[src/sv/fcv_pkg.sv]
// Package for the frame CRC validator: constants, beat types and the CRC byte update.
`timescale 1ns / 1ps
`default_nettype none

package fcv_pkg;

    // Frame layout and limits
    localparam int HEADER_BYTES    = 12;
    localparam int MAX_FRAME_BYTES = 4096;

    // Field widths fixed by the status format
    localparam int COUNT_W = 13;

    localparam logic [COUNT_W-1:0] MIN_LEN   = COUNT_W'(HEADER_BYTES + 2);
    localparam logic [COUNT_W-1:0] MAX_LEN   = COUNT_W'(MAX_FRAME_BYTES);
    localparam logic [COUNT_W-1:0] SAT_COUNT = COUNT_W'(MAX_FRAME_BYTES + 1);

    // Header byte positions
    localparam logic [COUNT_W-1:0] POS_MAGIC_LO = COUNT_W'(0);
    localparam logic [COUNT_W-1:0] POS_MAGIC_HI = COUNT_W'(1);
    localparam logic [COUNT_W-1:0] POS_CHAN_LO  = COUNT_W'(8);
    localparam logic [COUNT_W-1:0] POS_CHAN_HI  = COUNT_W'(9);

    // CRC16-CCITT parameters
    localparam logic [15:0] CRC_INIT = 16'hFFFF;
    localparam logic [15:0] CRC_POLY = 16'h1021;

    typedef struct packed {
        logic [7:0] data_byte;
        logic       last_byte;
    } fcv_in_t;

    typedef struct packed {
        logic [COUNT_W-1:0] frame_bytes;
        logic               too_long;
        logic               length_ok;
        logic               magic_ok;
        logic               crc_ok;
        logic [15:0]        chan_count;
        logic [15:0]        computed_crc;
        logic [15:0]        stored_crc;
    } fcv_out_t;

    // One byte of CRC16, MSB first, eight shift steps unrolled
    function automatic logic [15:0] crc_byte(input logic [15:0] crc_in, input logic [7:0] b);
        logic [15:0] c;
        c = crc_in ^ {b, 8'h00};
        for (int i = 0; i < 8; i++) begin
            if (c[15])
                c = {c[14:0], 1'b0} ^ CRC_POLY;
            else
                c = {c[14:0], 1'b0};
        end
        return c;
    endfunction

endpackage

`default_nettype wire

[src/sv/frame_crc_validator.sv]
// Frame CRC validator top level: byte intake, header capture, CRC and status register.
`timescale 1ns / 1ps
`default_nettype none

// Takes a frame one byte per beat and, on the beat flagged last_byte, gives one
// status beat: saturated length, length, magic and CRC checks, the channel count
// from bytes 8-9, and the computed CRC (all bytes but the last two, CRC16-CCITT,
// init 0xFFFF, MSB first) next to the stored little-endian trailer. One byte is
// accepted every clock unless byte_stall is high; the rate is set by the unrolled
// eight-bit CRC update that sits between the frame state registers. The status beat
// appears the cycle after the last byte and waits in an output register; byte_stall
// rises only while that register is full and status_stall is high. The expected
// magic is loaded through magic_we/magic_data and applies at the next last byte.
module frame_crc_validator
    import fcv_pkg::*;
(
    input  wire logic     clk,
    input  wire logic     rst_n,
    input  wire logic     byte_valid,
    output logic          byte_stall,
    input  wire fcv_in_t  byte_beat,
    output logic          status_valid,
    input  wire logic     status_stall,
    output fcv_out_t      status_beat,
    input  wire logic     magic_we,
    input  wire logic [15:0] magic_data
);

    logic [15:0]        magic_cfg_reg;
    logic [15:0]        crc_reg,      crc_next;
    logic [7:0]         held0_reg,    held0_next;
    logic [7:0]         held1_reg,    held1_next;
    logic [COUNT_W-1:0] count_reg,    count_next;
    logic [15:0]        magic_reg,    magic_next;
    logic [15:0]        chan_reg,     chan_next;
    logic               status_valid_reg, status_valid_next;
    fcv_out_t           status_reg,   status_next;

    logic               accept;
    logic [COUNT_W-1:0] pos;
    logic [15:0]        crc_upd;
    logic [7:0]         held0_upd;
    logic [COUNT_W-1:0] count_upd;
    logic [15:0]        magic_upd;
    logic [15:0]        chan_upd;
    logic               too_long;
    logic               len_ok;
    logic [15:0]        stored;

    // Handshake
    assign byte_stall   = status_valid_reg && status_stall;
    assign accept       = byte_valid && !byte_stall;
    assign status_valid = status_valid_reg;
    assign status_beat  = status_reg;

    // Per-byte frame update
    always_comb
    begin
        pos       = count_reg;
        crc_upd   = (pos >= COUNT_W'(2)) ? crc_byte(crc_reg, held0_reg) : crc_reg;
        held0_upd = held1_reg;
        magic_upd = magic_reg;
        chan_upd  = chan_reg;
        if (pos == POS_MAGIC_LO)
            magic_upd[7:0] = byte_beat.data_byte;
        if (pos == POS_MAGIC_HI)
            magic_upd[15:8] = byte_beat.data_byte;
        if (pos == POS_CHAN_LO)
            chan_upd[7:0] = byte_beat.data_byte;
        if (pos == POS_CHAN_HI)
            chan_upd[15:8] = byte_beat.data_byte;
        count_upd = (pos < SAT_COUNT) ? pos + COUNT_W'(1) : pos;

        // Status terms from the updated frame state
        too_long = count_upd > MAX_LEN;
        len_ok   = count_upd >= MIN_LEN;
        // held1 is still zero after a one-byte frame, so this covers that case too
        stored   = {byte_beat.data_byte, held1_reg};

        status_next.frame_bytes   = too_long ? MAX_LEN : count_upd;
        status_next.too_long      = too_long;
        status_next.length_ok     = len_ok;
        status_next.magic_ok      = (magic_upd == magic_cfg_reg);
        status_next.crc_ok        = len_ok && (crc_upd == stored);
        status_next.chan_count    = chan_upd;
        status_next.computed_crc  = crc_upd;
        status_next.stored_crc    = stored;

        // Frame state: clear after the last byte
        crc_next   = crc_reg;
        held0_next = held0_reg;
        held1_next = held1_reg;
        count_next = count_reg;
        magic_next = magic_reg;
        chan_next  = chan_reg;
        if (accept)
        begin
            if (byte_beat.last_byte)
            begin
                crc_next   = CRC_INIT;
                held0_next = '0;
                held1_next = '0;
                count_next = '0;
                magic_next = '0;
                chan_next  = '0;
            end
            else
            begin
                crc_next   = crc_upd;
                held0_next = held0_upd;
                held1_next = byte_beat.data_byte;
                count_next = count_upd;
                magic_next = magic_upd;
                chan_next  = chan_upd;
            end
        end

        // Output register occupancy
        status_valid_next = status_valid_reg && status_stall;
        if (accept && byte_beat.last_byte)
            status_valid_next = 1'b1;
    end

    // Control and frame state
    always_ff @(posedge clk or negedge rst_n)
    begin
        if (!rst_n)
        begin
            magic_cfg_reg    <= '0;
            crc_reg          <= CRC_INIT;
            held0_reg        <= '0;
            held1_reg        <= '0;
            count_reg        <= '0;
            magic_reg        <= '0;
            chan_reg         <= '0;
            status_valid_reg <= 1'b0;
        end
        else
        begin
            if (magic_we)
                magic_cfg_reg <= magic_data;
            crc_reg          <= crc_next;
            held0_reg        <= held0_next;
            held1_reg        <= held1_next;
            count_reg        <= count_next;
            magic_reg        <= magic_next;
            chan_reg         <= chan_next;
            status_valid_reg <= status_valid_next;
        end
    end

    // Status payload, loaded on the last byte
    always_ff @(posedge clk)
    begin
        if (accept && byte_beat.last_byte)
            status_reg <= status_next;
    end

endmodule

`default_nettype wire

[config.mk]
export PLATFORM = sky130hd
export DESIGN_NAME = frame_crc_validator
export DESIGN_NICKNAME = d
export VERILOG_FILES = /design/src/sv/fcv_pkg.sv /design/src/sv/frame_crc_validator.sv
export SDC_FILE = /design/constraint.sdc
export NUM_CORES = 1
export LEC_CHECK = 0
export BUFFER_PORTS_ARGS = -buffer_cell sky130_fd_sc_hd__buf_2
export CAP_MARGIN = 20
export CORE_MARGIN = 2
export CORE_UTILIZATION = 40
export CTS_CLUSTER_DIAMETER = 200
export DETAILED_ROUTE_END_ITERATION = 8
export PLACE_DENSITY = 0.7
export SLEW_MARGIN = 20
export SYNTH_ARGS = -nofsm -noshare
export SYNTH_HDL_FRONTEND = slang
export SYNTH_SLANG_ARGS = --single-unit
[constraint.sdc]
create_clock -name clk -period 4.12 [get_ports clk]
set_clock_uncertainty 0.2 [all_clocks]
set_input_delay 0.824 -clock clk [delete_from_list [all_inputs] [get_ports clk]]
set_output_delay 0.824 -clock clk [all_outputs]
set_load 0.1 [all_outputs]
==> results of run 1 <==
==> metrics by stage <==
stage               util (%)  power, mW  hold slack, ns  instance area (um^2)  setup WS, ns
floorplan                  -       3.93           0.244                  7660         0.817
global placement        44.1       4.28           0.257                  8280          1.01
detailed placement      44.1       4.31           0.265                  8280         0.931
CTS                     47.5       5.98           0.136                  8910         0.917
global route            47.5       6.27           0.153                  8910         0.671
finish                  47.5       5.96           0.129                  8910         0.889
==> where the power goes <==
part	switching [mW]	total, mW	internal [mW]	leakage, nW
Sequential	0.201	2.20	2.00	1.80
Combinational	1.37	2.10	0.725	1.62
Clock	0.656	1.66	1.00	0.302
==> cell families (layout without fill, tap and decap cells) <==
logic type	count (synthesis)	in the layout	share of synthesized area, %
AND/OR/NAND/NOR	173	173	11.2
flip-flops	159	159	56.5
AO/OA/AOI/OAI	144	144	12.3
buffers and inverters	75	161	4.15
XOR/XNOR	74	74	8.74
multiplexers	43	43	6.44
adder cells (fa/ha/maj)	4	4	0.654
==> how the worst max path moves through the flow <==
stage / slack [ns] / cells after the start / endpoint
after floorplan: 0.82 / 2 / status_beat[0]$_DFFE_PP_
after global placement: 1.01 / 8 / status_beat[48]$_DFFE_PP_
after detailed placement: 0.93 / 8 / status_beat[48]$_DFFE_PP_
after CTS: 0.92 / 8 / status_beat[48]$_DFFE_PP_
after global routing: 0.67 / 8 / status_beat[48]$_DFFE_PP_
final: 0.89 / 8 / status_beat[48]$_DFFE_PP_
==> final cells by class <==
cell class                 count  area [um^2]  share of cell area [%]
clock buffer                  23          510                    5.73
clock inverter                 9          116                    1.31
inverter                      25         93.8                    1.05
multi-input combinational    438         3020                    33.9
sequential                   159         4320                    48.5
tap                          234          293                    3.29
timing repair buffer         104          556                    6.23
==> synthesized netlist by cell type, types with 2 or more instances <==
master and number:
a21boi_0 8, a21oi_1 32, a22o_1 17, a22oi_1 10, a31oi_1 6, and3_1 11
buf_2 4, buf_6 2, clkbuf_1 43, dfrtp_1 78, dfstp_2 16, edfxtp_1 65
ha_1 4, inv_1 25, mux2_2 34, mux2i_1 6, mux2i_2 2, nand2_1 65
nand2b_1 2, nand3_1 10, nand3b_1 12, nand4_1 5, nor2_1 39, nor2b_1 2
nor3_1 12, nor4_1 4, o211ai_1 2, o21ai_0 31, o22a_1 7, o22ai_1 11
o31ai_1 11, xnor2_1 39, xor2_1 33
==> critical path, delay by kind of cell, from the launching register on <==
kind,cells,cell delay [ns]
simple gates,4,1.34
xor+xnor,1,0.17
mux,1,0.48
flops,1,0.54
fa+ha+maj,1,0.21
buf+inv,1,0.14
==> cell usage in the layout, fill, tap and decap left out, drive strengths merged, types with 12 or more instances in the layout <==
cell type	n
nand3b	12
xor2	33
mux2	34
inv	29
xnor2	40
o21ai	31
a21oi	32
buf	104
a22o	17
nor3	13
nand2	65
dfrtp	78
clkbuf	23
edfxtp	65
dfstp	16
nor2	39
==> routing by layer <==
layer / GRT usage (%) / vias up / wire length (um)
li1: - / 2549 / -
met1: 24.6 / 2618 / 8110
met5: 0 / - / 0
met3: 4.00 / 18 / 794
met4: 6.88 / 0 / 286
met2: 28.5 / 157 / 8480
==> qor.yml, run 1 <==
route:
  drc: 0
  wl_per_cell_um: 17.8
  first_pass_iters: 5
  avgViaCountPerCell: 5.39
  vias: 5342
  wl_um: 17700
  drt_iter0_drc: 432
  ant_nets: 0
yosys:
  ys_top_cells_by_area: "dfrtp_1 25%, edfxtp_1 25%, dfstp_2 5.5%"
  ys_ff_latch: 159
  syn-num-nets: 706
  ys_async_sr_fraction_pct: 59.1
  ys_seq_area_share_pct: 56.5
  yosysUniqueCellTypes: 57
  synth_flop_cell: "dfrtp_1"
  synth.largest_area_cell: "dfrtp_1"
  syn_area_per_cell_um2: 11.4
  yosysTopAreaCellShare_pct: 25.5
  synth-edff-count: 65
  synth.yosys.warnings: 0
  syn_area_um2: 7660
  synth_cells: 672
floorplan:
  core-area_um2: 18800
  die_area_um2: 20300
  die_w_um: 142
  fp.dieH_um: 142
  rows: 50
  initial_core_util_pct: 40.8
  boundaryPins: 97
setup_path:
  start_kind: "register"
  worstSetupPathType: "reg -> reg"
  crit_start: "count_reg[0]$_DFFE_PN0P_"
  r2r_slack_ns: 0.89
  crit-reg2reg-launch: "count_reg[0]$_DFFE_PN0P_"
  worstPathCellList: "inv_1, ha_1, or3_1, or2_1, mux2_2, xnor2_1, nand4_1, nor4_2"
  rr_worst_depth: 8
  worstPathMaxFanout: 23
  endpoint_kind: "register"
  arrival_ns: 3.30
  r2r_end: "status_beat[48]$_DFFE_PP_"
  worst-endpoint-required_ns: 4.19
  max_stage_delay_ns: 0.61
  cp_slowest_cell: "or2_1"
sta:
  tightest_slew_ns: 1.06
  fin_crit_sh_pct: 78.4
  setup_viol: 0
  slew_viol_final: 0
  period_minus_slack_ns: 3.23
  setup_tns_ns: 0
  slew_headroom_pct: 29.0
  hold_viol: 0
  fmax_mhz: 310
  rsz0062_at_grt: "false"
job:
  cap_violations: 0
pwr:
  powerDensity_nw_per_um2: 669
  ir_worst_vdd_v: 0.000365
  leakage_nw: 3.72
global_routing:
  grt_pass1_wl_um: 28000
  grt_pass1_vias: 5149
  track_usage_pct: 18.1
  antenna_found_initial: 0
  grt_max_degree: 64
  grt-ovfl-total: 0
clock_tree:
  postCtsSetupBuffers: 0
  cts_hold_buf: 0
  cts_buffer_depth: 2
  ctsResizeCount: 0
  root_buffer: "clkbuf_16"
  cts_tree: "yes"
  clock-sinks: 159
  clk_pin_slew_worst_paths_ns: 0.06
  cts-buffers-inserted: 17
  clk_latency_ns: 0.44
  htreeDepth: 4
finish:
  syn2layout_area_growth_pct: 16.4
  nNetsFinal: 779
  diodes: 0
  n_fill_cell: 1726
  stdcell_count: 992
  largest_register_ffs: 65
  drive_above_1_share_pct: 25.7
status:
  outcome: "finished clean"
place:
  placed_cells: 960
  place_hpwl_um: 11700
  port_buffers: 96
  gp_congestion: 0.850
hold_path:
  hp-class: "in -> async"
No activity file was read; power rests on OpenSTA's default activity.
==> run 2: changes to the inputs <==
clock period = 3.09 ns   (was 4.12 ns; I/O delays follow)
==> run 2 against run 1 <==
- total power grew 34%
- wire length up 3.0%
- combinational power is 39% higher
- first-iteration DRC count down 4.2%
- register-to-register slack worse by 0.68 ns
- largest cell class unchanged
==> qor.yml, run 2 (same netlist as run 1, synthesis figures left out) <==
job:
  cap_violations: 0  # unchanged
finish:
  largest_register_ffs: 65  # unchanged
  drive_above_1_share_pct: 27.2  # +1.5 points
  final_util_pct: 48.1  # +0.58 points
  syn2layout_area_growth_pct: 17.8
  n_fill_cell: 1718  # -0.46%
  layout_commonest_cell: "buf_2"
  multi_input_area_um2: 3020  # unchanged
  nNetsFinal: 796  # +2.2%
  final_cell_mix: "95 x buf_2, 78 x dfrtp_1, 65 x nand2_1, 65 x edfxtp_1, 39 x xnor2_1"
  seqCellArea_um2: 4320  # unchanged
  diodes: 0  # unchanged
floorplan:
  initial_core_util_pct: 40.8  # unchanged
  fp.dieH_um: 142  # unchanged
  die_area_um2: 20300  # unchanged
  core-area_um2: 18800  # unchanged
  boundaryPins: 97  # unchanged
  rows: 50  # unchanged
  die_w_um: 142  # unchanged
route:
  drc: 0  # unchanged
  ant_nets: 0  # unchanged
  avgViaCountPerCell: 5.40  # +0.34%
  vias: 5452  # +2.1%
  first_pass_iters: 5  # unchanged
  drt_iter0_drc: 414  # -4.2%
  wl_um: 18200  # +3.0%
  wl_per_cell_um: 18.0  # +1.3%
place:
  dp_slack_ns: 0.204  # -0.726 ns
  place_hpwl_um: 12300  # +5.6%
  port_buffers: 96  # unchanged
  gp_congestion: 0.874  # +2.8%
global_routing:
  grt_pass1_vias: 5311  # +3.1%
  grt-ovfl-total: 0  # unchanged
  grt_max_degree: 72  # +13%
  track_usage_pct: 18.5  # +0.44 points
  grt_pass1_wl_um: 28700  # +2.7%
  antenna_found_initial: 0  # unchanged
clock_tree:
  clock-sinks: 159  # unchanged
  cts_hold_buf: 0  # unchanged
  clk_pin_slew_worst_paths_ns: 0.07  # about the same
  clk_latency_ns: 0.43  # about the same
  root_buffer: "clkbuf_16"
  htreeDepth: 4  # unchanged
  cts-buffers-inserted: 17  # unchanged
  cts_buffer_depth: 2  # unchanged
  cts_tree: "yes"
  ctsResizeCount: 0  # unchanged
  postCtsSetupBuffers: 0  # unchanged
pwr:
  leakage_nw: 3.81  # +2.2%
  powerDensity_nw_per_um2: 888  # +33%
  ir_worst_vdd_v: 0.000435  # +19%
  total_power_mw: 8.01  # +34%
sta:
  slew_viol_final: 0  # unchanged
  period_minus_slack_ns: 2.88  # -0.347 ns
  setup_tns_ns: 0  # unchanged
  hold_viol: 0  # unchanged
  rsz0062_at_grt: "false"
  slew_headroom_pct: 37.5  # +8.4 points
  setup_viol: 0  # unchanged
  fin_crit_sh_pct: 93.3  # +15 points
  fmax_mhz: 347  # +12%
  setup_slack_ns: 0.206  # -0.683 ns
  tightest_slew_ns: 0.938  # -0.127 ns
status:
  outcome: "finished clean"
setup_path:
  worst-endpoint-required_ns: 3.08  # -1.11 ns
  worstSetupPathType: "reg -> reg"
  start_kind: "register"
  r2r_slack_ns: 0.21  # -0.68 ns
  worstPathMaxFanout: 10  # -57%
  endpoint_kind: "register"
  arrival_ns: 2.87  # -0.43 ns
hold_path:
  hp-class: "in -> async"
run 2: changes by cell type in the layout (fill, tap and decap cells not counted), sizes merged:
cell and delta:
buf +17, clkbuf -1, clkinv +1, clkinvlp -2, inv +2
run 2: metal layers:
metal  GRT usage (%)  vias to the layer above  part of all wire, %
met5               0                        -                    0
met1            25.0                     2687                   46
met3            4.24                       34                  5.3
met2            28.8                      168                   46
met4            8.18                        0                  2.9
li1                -                     2563                    -
run 2: path summary, 6_finish.rpt:
kind                                     startpoint                           end  cells after the start
hold / removal                                rst_n      count_reg[9]$_DFFE_PN0P_                      1
min in group clk                      magic_data[8]  magic_cfg_reg[8]$_DFFE_PN0P_                      3
setup / recovery           count_reg[0]$_DFFE_PN0P_     status_beat[48]$_DFFE_PP_                      9
max in group asynchronous                     rst_n      chan_reg[15]$_DFFE_PN0P_                      2
setup reg to reg           count_reg[0]$_DFFE_PN0P_     status_beat[48]$_DFFE_PP_                      9
hold reg to reg            magic_reg[0]$_DFFE_PN0P_      magic_reg[0]$_DFFE_PN0P_                      2
run 2: worst max-delay path, cell delays in order (launching register included):
cell	delay [ns]
dfrtp_1	0.38
buf_4	0.17
ha_1	0.27
nand4b_1	0.25
nor3_1	0.14
a31oi_1	0.26
o21ai_0	0.12
or4_1	0.62
o211ai_1	0.17
nor4_2	0.06
run 2: through the flow:
step                      area (um^2)  hold slack [ns]  instances
after CTS                        9020            0.167       1009
after global placement           8410            0.256        977
after floorplan                  7660            0.122        672
final                            9020            0.143       1009
after detailed placement         8410            0.266        977
after global routing             9020            0.201       1009
run 2: report_power, final:
part | internal [mW] | switching [mW] | leakage, nW | total (mW)
sequential | 2.67 | 0.257 | 1.80 | 2.93
clock | 1.30 | 0.869 | 0.301 | 2.17
combinational | 1.04 | 1.88 | 1.70 | 2.91
total | 5.00 | 3.00 | 3.81 | 8.01
run 2: layout make-up:
type	instances	share of cell area (%)
multi-input cells	438	33.5
inverters	25	1.04
flip-flops and latches	159	47.9
clock inverters	10	1.35
clock buffers	22	5.40
repair buffers	121	7.57
well taps	234	3.25
